[src/design/uqtp_pkg.sv]
// shared types, character codes and lookup functions for the request target parser
`default_nettype none

package uqtp_pkg;

    localparam int unsigned DEF_QUERY_CAPACITY = 64;

    // status codes
    localparam logic [2:0] ST_OK        = 3'd0;
    localparam logic [2:0] ST_BAD_TGT   = 3'd1;
    localparam logic [2:0] ST_UNKNOWN   = 3'd2;
    localparam logic [2:0] ST_DUPLICATE = 3'd3;
    localparam logic [2:0] ST_BAD_PAGE  = 3'd4;
    localparam logic [2:0] ST_BAD_QUERY = 3'd5;

    localparam logic [3:0] PATH_LEN = 4'd12;

    localparam logic [7:0] CH_QMARK   = 8'h3F;
    localparam logic [7:0] CH_AMP     = 8'h26;
    localparam logic [7:0] CH_EQUALS  = 8'h3D;
    localparam logic [7:0] CH_PLUS    = 8'h2B;
    localparam logic [7:0] CH_PERCENT = 8'h25;
    localparam logic [7:0] CH_SPACE   = 8'h20;
    localparam logic [7:0] CH_LOW_Q   = 8'h71;
    localparam logic [7:0] CH_ZERO    = 8'h30;
    localparam logic [7:0] CH_NINE    = 8'h39;

    typedef struct packed {
        logic        query_byte_valid;
        logic [7:0]  query_byte;
        logic        done_res;
        logic [2:0]  status;
        logic [31:0] page_value;
        logic        page_given;
        logic        query_given;
        logic [5:0]  decoded_count;
    } t_result;

    // "/api/signals"
    function automatic logic [7:0] path_char(input logic [3:0] idx);
        logic [7:0] c;
        case (idx)
            4'd0:    c = 8'h2F;
            4'd1:    c = 8'h61;
            4'd2:    c = 8'h70;
            4'd3:    c = 8'h69;
            4'd4:    c = 8'h2F;
            4'd5:    c = 8'h73;
            4'd6:    c = 8'h69;
            4'd7:    c = 8'h67;
            4'd8:    c = 8'h6E;
            4'd9:    c = 8'h61;
            4'd10:   c = 8'h6C;
            4'd11:   c = 8'h73;
            default: c = 8'h00;
        endcase
        return c;
    endfunction

    // "page"
    function automatic logic [7:0] page_char(input logic [1:0] idx);
        logic [7:0] c;
        case (idx)
            2'd0:    c = 8'h70;
            2'd1:    c = 8'h61;
            2'd2:    c = 8'h67;
            default: c = 8'h65;
        endcase
        return c;
    endfunction

    // bit 4 set when the byte is a hex digit, low nibble is its value
    function automatic logic [4:0] hex_decode(input logic [7:0] b);
        logic [4:0] r;
        if (b >= 8'h30 && b <= 8'h39) begin
            r = {1'b1, b[3:0]};
        end else if ((b >= 8'h41 && b <= 8'h46) || (b >= 8'h61 && b <= 8'h66)) begin
            r = {1'b1, b[3:0] + 4'd9};
        end else begin
            r = 5'd0;
        end
        return r;
    endfunction

endpackage

`default_nettype wire

[src/design/uqtp_core.sv]
// per-byte parse state and next-state logic, one byte per cycle while i_take is high
`default_nettype none

module uqtp_core
    import uqtp_pkg::*;
#(
    parameter int unsigned QUERY_CAPACITY = DEF_QUERY_CAPACITY
) (
    input  wire logic       i_clk,
    input  wire logic       i_rst_n,
    input  wire logic       i_take,
    input  wire logic [7:0] i_byte,
    input  wire logic       i_last,
    output logic            o_res_valid,
    output t_result         o_res
);

    localparam int unsigned CNT_W = (QUERY_CAPACITY > 2) ? $clog2(QUERY_CAPACITY) : 1;
    localparam logic [CNT_W:0] CAP_M1 = (CNT_W + 1)'(QUERY_CAPACITY - 1);

    typedef enum logic [2:0] {
        PH_PATH, PH_QMARK, PH_KEY, PH_PAGEV, PH_QV, PH_DRAIN
    } t_phase;

    t_phase           r_phase, n_phase;
    logic [3:0]       r_path_pos, n_path_pos;
    logic [2:0]       r_key_match, n_key_match;
    logic [2:0]       r_key_len, n_key_len;
    logic             r_seen_page, n_seen_page;
    logic             r_seen_q, n_seen_q;
    logic [31:0]      r_acc, n_acc;
    logic             r_val_len, n_val_len;
    logic [1:0]       r_pct, n_pct;
    logic [3:0]       r_hi, n_hi;
    logic [CNT_W-1:0] r_count, n_count;
    logic [2:0]       r_err, n_err;

    logic [35:0] acc_next;
    logic [4:0]  hex;
    logic        is_digit;

    assign is_digit = (i_byte >= CH_ZERO) && (i_byte <= CH_NINE);
    assign acc_next = {1'b0, r_acc, 3'b000} + {3'b000, r_acc, 1'b0} + {32'd0, i_byte[3:0]};
    assign hex      = hex_decode(i_byte);

    always_comb begin
        logic       fail_now;
        logic [2:0] fail_code;
        logic       emit_try;
        logic [7:0] emit_val;
        logic       emit;
        fail_now    = 1'b0;
        fail_code   = ST_OK;
        emit_try    = 1'b0;
        emit_val    = 8'h00;
        emit        = 1'b0;
        n_phase     = r_phase;
        n_path_pos  = r_path_pos;
        n_key_match = r_key_match;
        n_key_len   = r_key_len;
        n_seen_page = r_seen_page;
        n_seen_q    = r_seen_q;
        n_acc       = r_acc;
        n_val_len   = r_val_len;
        n_pct       = r_pct;
        n_hi        = r_hi;
        n_count     = r_count;
        n_err       = r_err;

        case (r_phase)
            PH_PATH: begin
                if (r_path_pos < PATH_LEN && i_byte == path_char(r_path_pos)) begin
                    n_path_pos = r_path_pos + 4'd1;
                    if (n_path_pos == PATH_LEN) begin
                        if (!i_last) n_phase = PH_QMARK;
                    end else if (i_last) begin
                        fail_now = 1'b1; fail_code = ST_BAD_TGT;
                    end
                end else begin
                    fail_now = 1'b1; fail_code = ST_BAD_TGT;
                end
            end
            PH_QMARK: begin
                if (i_byte != CH_QMARK || i_last) begin
                    fail_now = 1'b1; fail_code = ST_BAD_TGT;
                end else begin
                    n_phase = PH_KEY; n_key_len = 3'd0; n_key_match = 3'd3;
                end
            end
            PH_KEY: begin
                if (i_byte == CH_AMP) begin
                    fail_now = 1'b1; fail_code = ST_BAD_TGT;
                end else if (i_byte == CH_EQUALS) begin
                    if (r_key_len == 3'd0) begin
                        fail_now = 1'b1; fail_code = ST_BAD_TGT;
                    end else if (r_key_match[0] && r_key_len == 3'd4) begin
                        if (r_seen_page) begin
                            fail_now = 1'b1; fail_code = ST_DUPLICATE;
                        end else begin
                            n_seen_page = 1'b1;
                            n_acc       = 32'd0;
                            n_val_len   = 1'b0;
                            n_phase     = PH_PAGEV;
                            if (i_last) begin
                                fail_now = 1'b1; fail_code = ST_BAD_PAGE;
                            end
                        end
                    end else if (r_key_match[1] && r_key_len == 3'd1) begin
                        if (r_seen_q) begin
                            fail_now = 1'b1; fail_code = ST_DUPLICATE;
                        end else begin
                            n_seen_q = 1'b1;
                            n_pct    = 2'd0;
                            n_phase  = PH_QV;
                        end
                    end else begin
                        fail_now = 1'b1; fail_code = ST_UNKNOWN;
                    end
                end else begin
                    if (!(r_key_len < 3'd4 && i_byte == page_char(r_key_len[1:0])))
                        n_key_match[0] = 1'b0;
                    if (!(r_key_len == 3'd0 && i_byte == CH_LOW_Q))
                        n_key_match[1] = 1'b0;
                    if (r_key_len < 3'd7) n_key_len = r_key_len + 3'd1;
                    if (i_last) begin
                        fail_now = 1'b1; fail_code = ST_BAD_TGT;
                    end
                end
            end
            PH_PAGEV: begin
                if (i_byte == CH_AMP) begin
                    if (!r_val_len) begin
                        fail_now = 1'b1; fail_code = ST_BAD_PAGE;
                    end else if (i_last) begin
                        fail_now = 1'b1; fail_code = ST_BAD_TGT;
                    end else begin
                        n_phase = PH_KEY; n_key_len = 3'd0; n_key_match = 3'd3;
                    end
                end else if (is_digit) begin
                    if (acc_next[35:32] != 4'd0) begin
                        fail_now = 1'b1; fail_code = ST_BAD_PAGE;
                    end else begin
                        n_acc     = acc_next[31:0];
                        n_val_len = 1'b1;
                    end
                end else begin
                    fail_now = 1'b1; fail_code = ST_BAD_PAGE;
                end
            end
            PH_QV: begin
                if (r_pct == 2'd0) begin
                    if (i_byte == CH_AMP) begin
                        if (i_last) begin
                            fail_now = 1'b1; fail_code = ST_BAD_TGT;
                        end else begin
                            n_phase = PH_KEY; n_key_len = 3'd0; n_key_match = 3'd3;
                        end
                    end else if (i_byte == CH_PERCENT) begin
                        n_pct = 2'd1;
                        if (i_last) begin
                            fail_now = 1'b1; fail_code = ST_BAD_QUERY;
                        end
                    end else begin
                        emit_try = 1'b1;
                        emit_val = (i_byte == CH_PLUS) ? CH_SPACE : i_byte;
                    end
                end else if (!hex[4]) begin
                    fail_now = 1'b1; fail_code = ST_BAD_QUERY;
                end else if (r_pct == 2'd1) begin
                    n_hi  = hex[3:0];
                    n_pct = 2'd2;
                    if (i_last) begin
                        fail_now = 1'b1; fail_code = ST_BAD_QUERY;
                    end
                end else begin
                    n_pct    = 2'd0;
                    emit_try = 1'b1;
                    emit_val = {r_hi, hex[3:0]};
                end
            end
            default: begin
            end
        endcase

        // decoded byte must not be below space and the store must have room
        if (emit_try) begin
            if (emit_val < CH_SPACE || {1'b0, r_count} >= CAP_M1) begin
                fail_now = 1'b1; fail_code = ST_BAD_QUERY;
            end else begin
                emit    = 1'b1;
                n_count = r_count + CNT_W'(1);
            end
        end

        if (fail_now) begin
            n_phase = PH_DRAIN;
            if (r_err == ST_OK) n_err = fail_code;
        end

        o_res_valid            = i_take && (emit || i_last);
        o_res.query_byte_valid = emit;
        o_res.query_byte       = emit ? emit_val : 8'h00;
        o_res.done_res         = i_last;
        o_res.status           = i_last ? n_err : ST_OK;
        o_res.page_value       = (i_last && n_err == ST_OK && n_seen_page) ? n_acc : 32'd0;
        o_res.page_given       = i_last && n_err == ST_OK && n_seen_page;
        o_res.query_given      = i_last && n_err == ST_OK && n_seen_q;
        o_res.decoded_count    = (i_last && n_err == ST_OK) ? 6'((CNT_W + 6)'(n_count)) : 6'd0;

        // every target ends with a return to the reset state
        if (i_last) begin
            n_phase     = PH_PATH;
            n_path_pos  = 4'd0;
            n_key_match = 3'd0;
            n_key_len   = 3'd0;
            n_seen_page = 1'b0;
            n_seen_q    = 1'b0;
            n_acc       = 32'd0;
            n_val_len   = 1'b0;
            n_pct       = 2'd0;
            n_hi        = 4'd0;
            n_count     = '0;
            n_err       = ST_OK;
        end
    end

    always_ff @(posedge i_clk) begin
        if (!i_rst_n) begin
            r_phase     <= PH_PATH;
            r_path_pos  <= 4'd0;
            r_key_match <= 3'd0;
            r_key_len   <= 3'd0;
            r_seen_page <= 1'b0;
            r_seen_q    <= 1'b0;
            r_acc       <= 32'd0;
            r_val_len   <= 1'b0;
            r_pct       <= 2'd0;
            r_hi        <= 4'd0;
            r_count     <= '0;
            r_err       <= ST_OK;
        end else if (i_take) begin
            r_phase     <= n_phase;
            r_path_pos  <= n_path_pos;
            r_key_match <= n_key_match;
            r_key_len   <= n_key_len;
            r_seen_page <= n_seen_page;
            r_seen_q    <= n_seen_q;
            r_acc       <= n_acc;
            r_val_len   <= n_val_len;
            r_pct       <= n_pct;
            r_hi        <= n_hi;
            r_count     <= n_count;
            r_err       <= n_err;
        end
    end

endmodule

`default_nettype wire

[src/design/url_query_target_parser.sv]
// top level: request target parser with registered result and skid stage
//
//  channel | valid     | ready       | payload
//  in      | i_valid   | o_ready     | i_target_byte, i_last_byte
//  out     | o_valid   | i_ready     | o_query_byte_valid .. o_decoded_count
//
// one byte is taken per cycle while o_ready is high; its result word, if any, is
// registered in the result register (or in the skid entry if a word still waits
// there) and shows on the out channel; the rate is set by the parse step in uqtp_core
// a two-entry output buffer (result register plus skid) lets input go on while
// a word waits; o_ready drops only when both entries are full
// synchronous active-low reset returns the parser to path matching, no clearing pass
`default_nettype none

module url_query_target_parser
    import uqtp_pkg::*;
#(
    parameter int unsigned QUERY_CAPACITY = DEF_QUERY_CAPACITY
) (
    input  wire logic        i_clk,
    input  wire logic        i_rst_n,
    input  wire logic        i_valid,
    output logic             o_ready,
    input  wire logic [7:0]  i_target_byte,
    input  wire logic        i_last_byte,
    output logic             o_valid,
    input  wire logic        i_ready,
    output logic             o_query_byte_valid,
    output logic [7:0]       o_query_byte,
    output logic             o_done_res,
    output logic [2:0]       o_status,
    output logic [31:0]      o_page_value,
    output logic             o_page_given,
    output logic             o_query_given,
    output logic [5:0]       o_decoded_count
);

    logic    take;
    logic    res_valid;
    t_result res;

    logic    r_out_valid, r_skid_valid;
    t_result r_out, r_skid;
    logic    out_fire;

    assign o_ready  = !r_skid_valid;
    assign take     = i_valid && o_ready;
    assign out_fire = r_out_valid && i_ready;

    uqtp_core #(
        .QUERY_CAPACITY(QUERY_CAPACITY)
    ) u_core (
        .i_clk       (i_clk),
        .i_rst_n     (i_rst_n),
        .i_take      (take),
        .i_byte      (i_target_byte),
        .i_last      (i_last_byte),
        .o_res_valid (res_valid),
        .o_res       (res)
    );

    always_ff @(posedge i_clk) begin
        if (!i_rst_n) begin
            r_out_valid  <= 1'b0;
            r_skid_valid <= 1'b0;
        end else if (r_skid_valid) begin
            if (out_fire) begin
                r_out        <= r_skid;
                r_skid_valid <= 1'b0;
            end
        end else if (res_valid) begin
            if (!r_out_valid || out_fire) begin
                r_out       <= res;
                r_out_valid <= 1'b1;
            end else begin
                r_skid       <= res;
                r_skid_valid <= 1'b1;
            end
        end else if (out_fire) begin
            r_out_valid <= 1'b0;
        end
    end

    assign o_valid            = r_out_valid;
    assign o_query_byte_valid = r_out.query_byte_valid;
    assign o_query_byte       = r_out.query_byte;
    assign o_done_res         = r_out.done_res;
    assign o_status           = r_out.status;
    assign o_page_value       = r_out.page_value;
    assign o_page_given       = r_out.page_given;
    assign o_query_given      = r_out.query_given;
    assign o_decoded_count    = r_out.decoded_count;

endmodule

`default_nettype wire

[config.mk]
export PLATFORM = sky130hd
export DESIGN_NAME = url_query_target_parser
export DESIGN_NICKNAME = d
export VERILOG_FILES = /design/src/design/uqtp_pkg.sv /design/src/design/uqtp_core.sv /design/src/design/url_query_target_parser.sv
export SDC_FILE = /design/constraint.sdc
export NUM_CORES = 1
export LEC_CHECK = 0
export ABC_AREA = 1
export BUFFER_PORTS_ARGS = -buffer_cell sky130_fd_sc_hd__buf_2
export CAP_MARGIN = 5
export CORE_ASPECT_RATIO = 1.2
export CORE_MARGIN = 2
export CORE_UTILIZATION = 30
export DETAILED_ROUTE_END_ITERATION = 12
export PLACE_DENSITY_LB_ADDON = 0.3
export SLEW_MARGIN = 25
export SYNTH_ARGS = -nofsm -noshare
export SYNTH_HDL_FRONTEND = slang
export SYNTH_HIERARCHICAL = 1
export SYNTH_SLANG_ARGS = --single-unit
[constraint.sdc]
create_clock -name i_clk -period 9 [get_ports i_clk]
set_clock_uncertainty 0.1 [all_clocks]
set_input_delay 1.35 -clock i_clk [delete_from_list [all_inputs] [get_ports i_clk]]
set_output_delay 1.35 -clock i_clk [all_outputs]
set_load 0.01 [all_outputs]
==> After elaboration in Yosys (flattened, before gate mapping) <==
Memories as Yosys holds them, arrays and structs flattened. A register that Yosys moved wholly into a read port is not among the register bits.
Cells that the tools add are included.
{ "word_totals": {"reg_bits": 170, "mem_bits_ro": 112, "mem_count": 1} }
{ "op_classes": {"addsub": 6, "order_cmp": 11, "eq_ne": 57, "muxes": 185, "n_bitwise": 2, "n_reduce_logical": 51} }
{ "mem_list": {"columns": ["name", "depth", "width", "rd", "rd_clocked_by_memory_dff", "wr", "line_no", "rtl"], "rows": [
  ["(no name shown)", 16, 7, 1, 1, 0, "uqtp_pkg.sv:42", "case (idx)"]
]} }
{ "op_table": {"columns": ["operator", "n"], "rows": [
  ["32-bit 2-to-1 mux", 10],
  ["53-bit 2-to-1 mux", 4],
  ["3-bit 2-to-1 mux", 54],
  ["8-bit 2-to-1 mux", 12],
  ["32-bit case mux with 2 select lines", 1],
  ["1-bit 2-to-1 mux", 63],
  ["4-bit 2-to-1 mux", 10],
  ["10-bit AND reduction", 4],
  ["35-bit by 33-bit adder with 36-bit output", 1],
  ["36-bit by 4-bit adder with 36-bit output", 1],
  ["2-bit 2-to-1 mux", 17],
  ["3-bit != test (second input constant)", 11],
  ["8-bit by 6-bit == test with 1-bit output (second input constant)", 4],
  ["4-bit by 2-bit != test with 1-bit output (second input constant)", 8],
  ["3-bit case mux with 5 select lines", 2],
  ["3-bit by 2-bit != test with 1-bit output (second input constant)", 9],
  ["6-bit 2-to-1 mux", 4],
  ["4-bit != test (second input constant)", 5],
  ["8-bit == test", 2],
  ["8-bit by 7-bit greater-or-equal comparator with 1-bit output (second input constant)", 2],
  ["8-bit by 7-bit less-or-equal comparator with 1-bit output (second input constant)", 2],
  ["2-bit nonzero test", 8],
  ["5-bit case mux with 3 select lines", 1],
  ["15-bit AND reduction", 1],
  ["other kinds (42)", 76]
]} }

==> Longest topological paths before layout <==
{ "depth": {"depth_word": 22, "ltp_mapped": 27, "mapped_depth_nobuf": 25} }

==> Modules after synthesis <==
Netlist, hierarchy kept.
{ "by_module_without_submodules": {"columns": ["module", "instances", "cells_each", "area_per_inst_um2", "seq_area_each_um2"], "rows": [
  ["uqtp_core", 1, 1343, 7908.8, 1381.3],
  ["url_query_target_parser", 1, 300, 3995.1, 3223.1]
]} }

==> Least setup slack after synthesis <==
OpenSTA, ideal clock, no wires.
{ "synth_timing": {"kind": "in2reg", "from": "input port i_target_byte[0]", "to": "register r_out (netlist bit o_decoded_count[0]), enable pin", "setup_ns": 0.465, "arrival_ns": 5.291, "required_ns": 8.435, "setup_slack_ns": 3.144, "stages": 18, "n_path_buf": 1, "path_cell_list": "clkinv_1 -> ha_1 -> nand3_1 -> nand4_1 -> nand2_4 -> nand2_2 -> clkinv_2 -> nand2_1 -> o21ai_2 -> inv_2 -> nand2_2 -> nand2_4 -> clkbuf_1 -> a21oi_1 -> inv_1 -> nand2_1 -> nand2_1 -> nor2_1"} }
{ "synth_between": {"elab_chain_len": 17, "elab_cells_between_ends": 36, "classes_between": "1 x add/sub; 7 x order compare; 3 x eq/ne; 16 x mux; 9 x reduce/logical"} }
{ "synth_rtl": {"columns": ["item", "line_no", "rtl"], "rows": [
  ["start, declared", "url_query_target_parser.sv:24", "input wire logic [7:0] i_target_byte,"],
  ["8-bit by 7-bit greater-or-equal comparator with 1-bit output / 8-bit by 7-bit less-or-equal comparator with 1-bit output (equally long branches)", "uqtp_pkg.sv:77", "end else if ((b >= 8'h41 && b <= 8'h46) || (b >= 8'h61 && b <= 8'h66)) begin"],
  ["1-bit logical AND", "uqtp_pkg.sv:77", null],
  ["1-bit logical OR", "uqtp_pkg.sv:77", null],
  ["5-bit 2-to-1 mux", "uqtp_pkg.sv:77", null],
  ["5-bit 2-to-1 mux", "uqtp_pkg.sv:75", "if (b >= 8'h30 && b <= 8'h39) begin"],
  ["8-bit 2-to-1 mux", "uqtp_core.sv:169", "end else if (r_pct == 2'd1) begin"],
  ["8-bit 2-to-1 mux", "uqtp_core.sv:167", "end else if (!hex[4]) begin"],
  ["8-bit 2-to-1 mux", "uqtp_core.sv:151", "if (r_pct == 2'd0) begin"],
  ["[... 2 more ...]", null, null],
  ["1-bit logical OR", "uqtp_core.sv:187", "if (emit_val < CH_SPACE || {1'b0, r_count} >= CAP_M1) begin"],
  ["1-bit 2-to-1 mux", "uqtp_core.sv:187", null],
  ["1-bit 2-to-1 mux *", "uqtp_core.sv:186", "if (emit_try) begin"],
  ["1-bit logical OR *", "uqtp_core.sv:200", "o_res_valid = i_take && (emit || i_last);"],
  ["1-bit logical AND *", "uqtp_core.sv:200", null],
  ["net res_valid", "url_query_target_parser.sv:39", "logic res_valid;"],
  ["2-bit nonzero test (no source line) *", null, null],
  ["4-bit AND reduction (no source line) *", null, null],
  ["end signal, assigned", "url_query_target_parser.sv:68", "r_out <= r_skid;"],
  ["end signal, assigned", "url_query_target_parser.sv:73", "r_out <= res;"],
  ["end, declared", "url_query_target_parser.sv:43", "t_result r_out, r_skid;"]
]} }
Mark *: on every way through the listed nets, which the timed path passes. The rest lies on a longest branch.
A chain may end at the register's enable or synchronous reset.

==> run metrics <==
Ant. Diodes 0; HPWL Detailed 22.5 mm; P_leak 5.97 nW; # fillers 4212; Global Route Usage Sum 15.4%; post-synth net total 1739; Synth Warn # 6; antenna violations before repair 0; Nets 1780; mean routed wirelength per cell 13.9 microns; Final Hold Viols 0; Final Non-Filler Cells 2223; Synth cell types 51; Design Power 2.02 mW; worst hold path depth 2; Gate Count Post-Synth 1643; Hold Path Origin u_core/r_key_match[1]; DR DRC count 0; clk_lat worst skew 0.45 ns; DR iter-0 viols 717; status complete, no violations; layout cells sized above 1 10.7%; I/O pin cnt 68; Slew headroom 39.1%; count of input and output buffers 67; global-route congestion overflow total 0; shortest period the worst path allows 5.66 ns; Final Core Density 34.1%; largest buffer count on any clock path 2; Worst-Margin Slew 0.913 ns; EDFF count, synth 106; Final Cell Area 13300 sq um; Tcrit/Tclk final 62.9%; placed insts 2191; global-route wire length before repair 51.5 mm; Num CTS Buffers 17; final setup violation count 0; crit path DAT 5.88 ns; footprint of the multi-input gates 6320 sq um; Max Clock Freq 177 MHz; reg-to-reg startpoint u_core/r_acc[0]; antenna viol nets, final 0; placed cell area 12700 sq um; startpoint types primary input; Reg clk slew, reported paths 0.07 ns; worst min-delay path endpoint u_core/r_key_match[1]; async set or reset register ratio after synthesis 0%; worst-path fanout max 33; r2r endpoint o_page_value[0]; Commonest cells post-synth nand2_1, inv_1, nor2_1, a21oi_1, edfxtp_1; WS Path Type in -> reg; R2R setup slack 4.02 ns; Reg area 4610 sq um; CP max stage cell nand4_4; sequential share of the synthesized area 38.7%; Worst Reg-to-Reg Cells 23; Req. time, crit path 9.21 ns; Yosys top cell area share 26.7%; Top FF cell, synth edfxtp_1; CTS tree built; Final GP Congestion 0.875; CTS Hold Bufs 0; count leader, synth nand2_1; Initial Utilization 30.6%; Core Area 38900 sq um; CP Capture Type flip-flop; cell row count 79; H-tree Lvls 4; synth top area cells edfxtp_1, nand2_1, dfxtp_1, ha_1, inv_1; met2 Track Usage GR 24.5%; largest net degree at the start of global routing 58; Seq cells post-synth 177; Final TNS setup 0 ns; crit-path most repeated cell nand2_1; RSZ-0062 raised after global routing no; postcts setup bufs 0; final wirelength 30.9 mm; Pre-antenna DRT Iters 5; clock sink total 177; Die ar. 41300 sq um; Root Driver clkbuf_16; DIE HEIGHT 222 microns; Slew Limit Fails 0; met3 Track Usage GR 2.56%; vias in the first global route 10041; critical-path cell list buf_2, inv_2, fa_1, inv_1, fa_1, nand2_1, nand2_1, nand3b_1, nand2_1, nand2_1, nand2_1, nand2_1, nand2_1, nand2_1, nand2_1, nor2_1, nand2_1, nand2_1, nand4_1, nand2_1, nand4_4, nor2_1, nand2_1, nand2_1; die width 186 microns; synthesized area 11900 sq um; CTS resizes 0; Avg Inst Size Synth 7.25 sq um; grt met1 use 21.4%; worst hold path class reg -> reg; layer with the highest usage met2; Via density 4.70; Yosys top cell by area edfxtp_1; Area Overhead vs Synth 11.5%; Max VDD drop 0.107 mV; max cap viols 0; via count 10452; PwrDens 152 nW/um^2; Critical Path Max Stage Delay 0.64 ns
==> state kept, by name, indices dropped and copies added (netlist names), 2 cells and up, named ones only <==
name and cells:
o_decoded_count 6, o_page_value 32, o_query_byte 8, o_status 3, r_skid 53, u_core/r_acc 32
u_core/r_count 6, u_core/r_err 3, u_core/r_hi 4, u_core/r_key_len 3, u_core/r_key_match 2, u_core/r_path_pos 4
u_core/r_pct 2, u_core/r_phase 3
==> critical path, delay by kind of cell <==
family	cells	cell delay (ns)
simple gates	19	3.14
buf+inv	3	0.38
fa+ha+maj	2	1.00
==> layer usage <==
metal	up-vias	wire length (microns)
met4	0	531
met1	4785	15100
met2	216	14100
li1	5427	-
met5	-	0
met3	24	1110
==> layout by cell type, fill, tap and decap left out, types with 67 or more instances in the layout <==
cell | Yosys | layout
inv_1 | 173 | 173
a21oi_1 | 106 | 106
nand3_1 | 83 | 83
nor2_1 | 119 | 116
ha_1 | 81 | 81
edfxtp_1 | 106 | 106
o21ai_0 | 72 | 72
dfxtp_1 | 71 | 70
buf_2 | 13 | 67
nand2_1 | 581 | 581
==> logic make-up (layout without fill, tap and decap cells) <==
kind of cell	count (synthesis)	in the layout	synth area share [%]
AOI/OAI and AO/OA	230	230	10.7
xor gates and xnor gates	34	34	2.50
adders and majority gates	83	83	8.85
buffers and inverters	241	295	8.35
DFF	177	177	38.7
and+or+nand+nor	878	878	31.0
==> report_power, final <==
part / internal, mW / leakage, nW / switching (mW)
clock: 0.372 / 0.281 / 0.360
sequential: 0.897 / 1.62 / 0.0242
combinational: 0.109 / 4.07 / 0.257
total: 1.38 / 5.97 / 0.641
==> stage by stage <==
step           hold slack [ns]  setup slack (ns)
6_report                 0.356              3.34
5_1_grt                  0.383              2.94
4_1_cts                  0.362              3.37
3_5_place_dp             0.350              2.90
3_3_place_gp             0.342              2.98
2_1_floorplan            0.323              3.14
==> worst max-delay path by stage <==
stage	start	cells past startpoint	end
after floorplan	i_target_byte[0]	18	o_decoded_count[0]
after global placement	i_target_byte[3]	24	o_page_value[31]
after detailed placement	i_target_byte[3]	24	o_page_value[0]
after CTS	i_target_byte[3]	24	o_page_value[0]
after global routing	i_target_byte[3]	24	o_page_value[0]
final	i_target_byte[3]	24	o_page_value[0]
==> cell type report <==
type	count	share of cell area, %
Inverter	188	5.34
Clock buffer	17	3.21
Tap cell	526	4.96
Timing Repair Buffer	75	2.98
Sequential cell	177	34.7
Multi-Input combinational cell	1225	47.6
Clock inverter	15	1.18
(Power assumes the default switching activity.)
